**config.mk**
```make
export PLATFORM = sky130hd
export DESIGN_NAME = dwc_cell
export DESIGN_NICKNAME = d
export VERILOG_FILES = /design/src/rtl/dwc_pkg.sv /design/src/rtl/dwc_cell.sv
export SDC_FILE = /design/constraint.sdc
export NUM_CORES = 1
export LEC_CHECK = 0
export BUFFER_PORTS_ARGS = -buffer_cell sky130_fd_sc_hd__buf_2
export CORE_UTILIZATION = 23
export DETAILED_ROUTE_END_ITERATION = 12
export PLACE_DENSITY = 0.39
export SYNTH_ARGS = -nofsm -noshare
export SYNTH_HDL_FRONTEND = slang
export SYNTH_SLANG_ARGS = --single-unit
```
**constraint.sdc**
```tcl
create_clock -name clk -period 28.8 [get_ports clk]
set_input_delay 5.76 -clock clk [delete_from_list [all_inputs] [get_ports clk]]
set_output_delay 5.76 -clock clk [all_outputs]
set_load 0.01 [all_outputs]
```
**src/rtl/dwc_pkg.sv**
```systemverilog
`default_nettype none
package dwc_pkg;
	localparam int MaxWords = 256;
	localparam int WordChars = 32;
	localparam int CntW = $clog2(MaxWords + 1);
	localparam int LenW = $clog2(WordChars + 2);
	localparam int PosW = $clog2(WordChars);

	typedef struct packed {
		logic [7:0] text_byte;
		logic       end_of_text;
	} dwc_in_t;

	typedef struct packed {
		logic       word_is_new;
		logic [8:0] distinct_count;
		logic       table_full;
		logic       word_truncated;
		logic       last;
	} dwc_out_t;

	typedef struct packed {
		logic           char_en;
		logic           word_start;
		logic [PosW-1:0] pos;
		logic [7:0]     ch;
		logic [LenW-1:0] len;
		logic           clear;
	} dwc_cell_ctl_t;

	function automatic logic [7:0] fold_case(input logic [7:0] c);
		if (c >= 8'd65 && c <= 8'd90) begin
			fold_case = c + 8'd32;
		end else begin
			fold_case = c;
		end
	endfunction

	function automatic logic is_space(input logic [7:0] c);
		is_space = (c == 8'd32) || (c == 8'd9) || (c == 8'd10) || (c == 8'd11) ||
			(c == 8'd12) || (c == 8'd13);
	endfunction
endpackage
`default_nettype wire

```
**src/rtl/dwc_cell.sv**
```systemverilog
`default_nettype none
module dwc_cell (
	input  wire                   clk,
	input  wire                   arst_n,
	input  dwc_pkg::dwc_cell_ctl_t ctl,
	input  wire                   load,
	input  wire [7:0]             load_chars [dwc_pkg::WordChars],
	input  wire                   prev_match,
	output logic                  hit
);
	import dwc_pkg::*;
	logic [7:0]      chars_q [WordChars];
	logic [LenW-1:0] len_q;
	logic            valid_q;
	logic            match_q;
	logic            cur;
	logic            cmp;
	logic            nxt;

	assign cur = ctl.word_start ? 1'b1 : match_q;
	assign cmp = ({1'b0, ctl.pos} < len_q) && (fold_case(chars_q[ctl.pos]) == fold_case(ctl.ch));
	assign nxt = ctl.char_en ? (cur & cmp) : cur;
	assign hit = valid_q && nxt && (len_q == ctl.len);

	always_ff @(posedge clk or negedge arst_n) begin
		if (!arst_n) begin
			valid_q <= 1'b0;
			match_q <= 1'b1;
		end else begin
			if (ctl.clear) begin
				valid_q <= 1'b0;
			end else if (load && prev_match) begin
				valid_q <= 1'b1;
			end
			if (ctl.char_en) begin
				match_q <= nxt;
			end else if (ctl.word_start) begin
				match_q <= 1'b1;
			end
		end
	end

	always_ff @(posedge clk) begin
		if (load && prev_match && !valid_q) begin
			chars_q <= load_chars;
			len_q   <= ctl.len;
		end
	end
endmodule
`default_nettype wire
```
==> key figures <==
Setup path
  – CP Cell Sequence: buf_4 > buf_4 > mux4_2 > mux4_2 > mux2i_1 > xor2_1 > nand4_1 > a2111oi_0 > mux2i_1 > a2111oi_2 > buf_2
  – Critical Path Max Stage Delay: 0.67 ns
  – CP endpoint kind: output port
  – Setup CP Type: in2out
  – CP top delay family: multiplexers
  – Critical Path Slowest Stage Cell: buf_4
  – Worst Setup Start Kind: input pin
  – Worst path required time: 23.04 ns
  – Worst Path Arrival: 10.04 ns
  – Crit path max fanout: 36
  – Critical path buffers and inverters: 3

Yosys
  – Area leader, netlist: edfxtp_1
  – Synth Register Bits: 264
  – Cell Area, Synth: 10570 sq um
  – Syn_area_per_cell: 22.44 sq um
  – Largest cells by area after synthesis: edfxtp_1 (74%), mux4_2 (17%), mux2i_1 (0.95%)
  – Top-area cell type share of the netlist area: 74.45%
  – Yosys cell types: 45
  – Syn Inst Count: 471
  – Share of the yosys chip area belonging to registers: 74.93%
  – Syn nets: 759
  – Ys Warns: 0

Pwr
  – Final Power: 0.9039 mW
  – Combinational group share of total power: 8.1%
  – Flop pwr share: 49.5%
  – P_leak: 4.942 nW
  – Peak supply drop: 0.03544 mV
  – Clock group share of total power: 42.4%
  – Psw: 0.1926 mW
  – Internal cell power: 0.7113 mW
  – Switching part of the total power: 21.30%
  – Power Density: 66.03 nW/um^2

STA
  – Worst Skew: 0.01233 ns
  – RSZ-0062 raised after global routing: no
  – Slew HR: 32.10%
  – Measured slew at the worst slew-check pin: 1.018 ns
  – Final critical-path share of the clock period: 54.87%
  – Hold Fails Final Rpt: 0
  – Final count of negative-setup-slack endpoints: 0
  – Slew Limit Fails: 0
  – Tmin final: 15.80 ns
  – Setup TNS: 0 ns
  – FMAX: 63.28 MHz

Final layout
  – Design area: 13690 sq um
  – Commonest non-fill, non-tap cell in the layout: buf_2
  – Final Core Density: 30.17%
  – Syn-to-layout area delta: 29.54%
  – Share of layout cells above drive strength 1: 52.65%
  – # nets final: 1059
  – Most frequent cells in the layout: buf_2 (281), edfxtp_1 (262), mux4_2 (78), clkbuf_16 (31), inv_1 (11)

Drt
  – Routed length per instance: 18.99 um
  – Post-DRT Antenna Nets: 0
  – 1st-pass router iterations: 10
  – Initial DRC count: 318
  – Routed WL: 26.57 mm
  – Drt drc: 2
  – Via count: 5684
  – Post-DR vias/cell: 4.063

Floorplan
  – Die area: 46810 sq um
  – FP Rows: 78
  – Area of the core: 45380 sq um
  – Chip height: 216.4 um
  – Die X: 216.4 um
  – Initial Util: 23.29%
  – I/O Pins: 283

Worst hold path
  – HP Class: reg2reg

Global routing
  – Gr usage total: 11.33%
  – Largest net degree at the start of global routing: 79
  – First-pass GRT wire length: 39.10 mm
  – GRT Residual Overflow: 0
  – Initial antenna violation count: 10
  – Vias in the first global route: 6246

Flow run
  – Max cap viols: 0

Clock tree
  – CTS resizes: 0
  – Clk_lat worst skew: 0.57 ns
  – CTS tree: built
  – Root buffer cell: clkbuf_16
  – Post-CTS setup buffers: 0
  – CTS clk-pin slew, worst paths: 0.06 ns
  – Total CTS buffers: 31
  – CTS Hold Bufs: 0
  – Clk buf depth: 3
  – Num Clock Sinks: 264
  – H-tree levels: 1

Place
  – Placed Area: 12680 sq um
  – HPWL after detailed placement: 18.74 mm
  – Final GP Congestion: 0.7219
  – Port bufs: 282

Outcome
  – Status: finished with violations
  – Failing checks: design-rule violations
## synth_stat cells (all sizes together)
library cell and number:
edfxtp 262, mux4 78, clkbuf 13, inv 11, buf 10, mux2i 10, xor2 7, ha 6
nand2 6, nor2 6, xnor2 6, a21o 5, a22oi 4, nor2b 4, a2111oi 3, a211oi 3
a21oi 3, mux2 3, nand2b 3, o22ai 3, nand4 2, nor3b 2, o21ai 2, o31ai 2
or4 2, a21boi 1, a2bb2oi 1, a311o 1, a311oi 1, a31o 1, a31oi 1, and2 1
dfrtp 1, dfstp 1, nand3 1, nand3b 1, o21a 1, o221ai 1, o31a 1, or2 1
## metal layers
layer	routed length [um]	up-vias	part of all wire, %	track usage [%]
met4	508	8	1.9	2.512
met1	11280	2820	42	14.25
met3	1864	41	7.0	3.663
met2	12860	196	48	18.92
li1	-	2619	-	-
met5	58	-	0.22	0
## worst register-to-register path, stage by stage (launching register included)
cell and delay, ns:
dfrtp_1 0.42, nor2_4 0.11, buf_4 0.46, buf_4 0.82, buf_4 0.91
## path summary, 6_finish.rpt
kind	start	end	slack [ns]	cells past startpoint
worst min-delay path	match_q	match_q	0.60	2
worst min register to register	match_q	match_q	0.60	2
worst max-delay path	ctl[16]	hit	13.00	11
max in group asynchronous	arst_n	match_q	23.62	1
min in group asynchronous	arst_n	valid_q	4.99	1
worst max register to register	valid_q	chars_q[225]	25.65	4
## layout make-up
type	count	area [sq um]
antenna	7	17.52
tap	600	750.7
timing repair buffer	290	1474
fill	4493	31690
multi-input combinational	173	2500
sequential	264	7919
inverter	11	41.29
clock inverter	18	192.7
clock buffer	36	794.5
## power groups by stage
stage	clock, mW	sequential (mW)	combinational (mW)
2_1_floorplan	0	0.461	0.0407
3_3_place_gp	0	0.456	0.0754
3_5_place_dp	0	0.456	0.0760
4_1_cts	0.399	0.448	0.0763
5_1_grt	0.409	0.449	0.0808
6_report	0.383	0.447	0.0731
## through the flow
stage                     worst slack, ns  hold slack [ns]  std cells
final                               13.00           0.5979       1399
after global routing                12.56           0.6202       1394
after CTS                           12.84           0.6015       1392
after detailed placement            12.88           0.5782       1338
after global placement              12.94           0.5810       1338
after floorplan                     11.10           0.4843        471
## state kept, by name, summed over array words and instances, names as in the netlist
register  count
valid_q       1
chars_q     256
len_q         6
match_q       1
## kinds of logic after synthesis
logic type	after synthesis	synth area share (%)
buf+inv	34	1.480
flops	264	74.93
compound gates	34	2.427
xor+xnor	13	1.077
mux	91	17.89
simple gates	29	1.480
fa+ha+maj	6	0.7104
(Power assumes the default switching activity.)
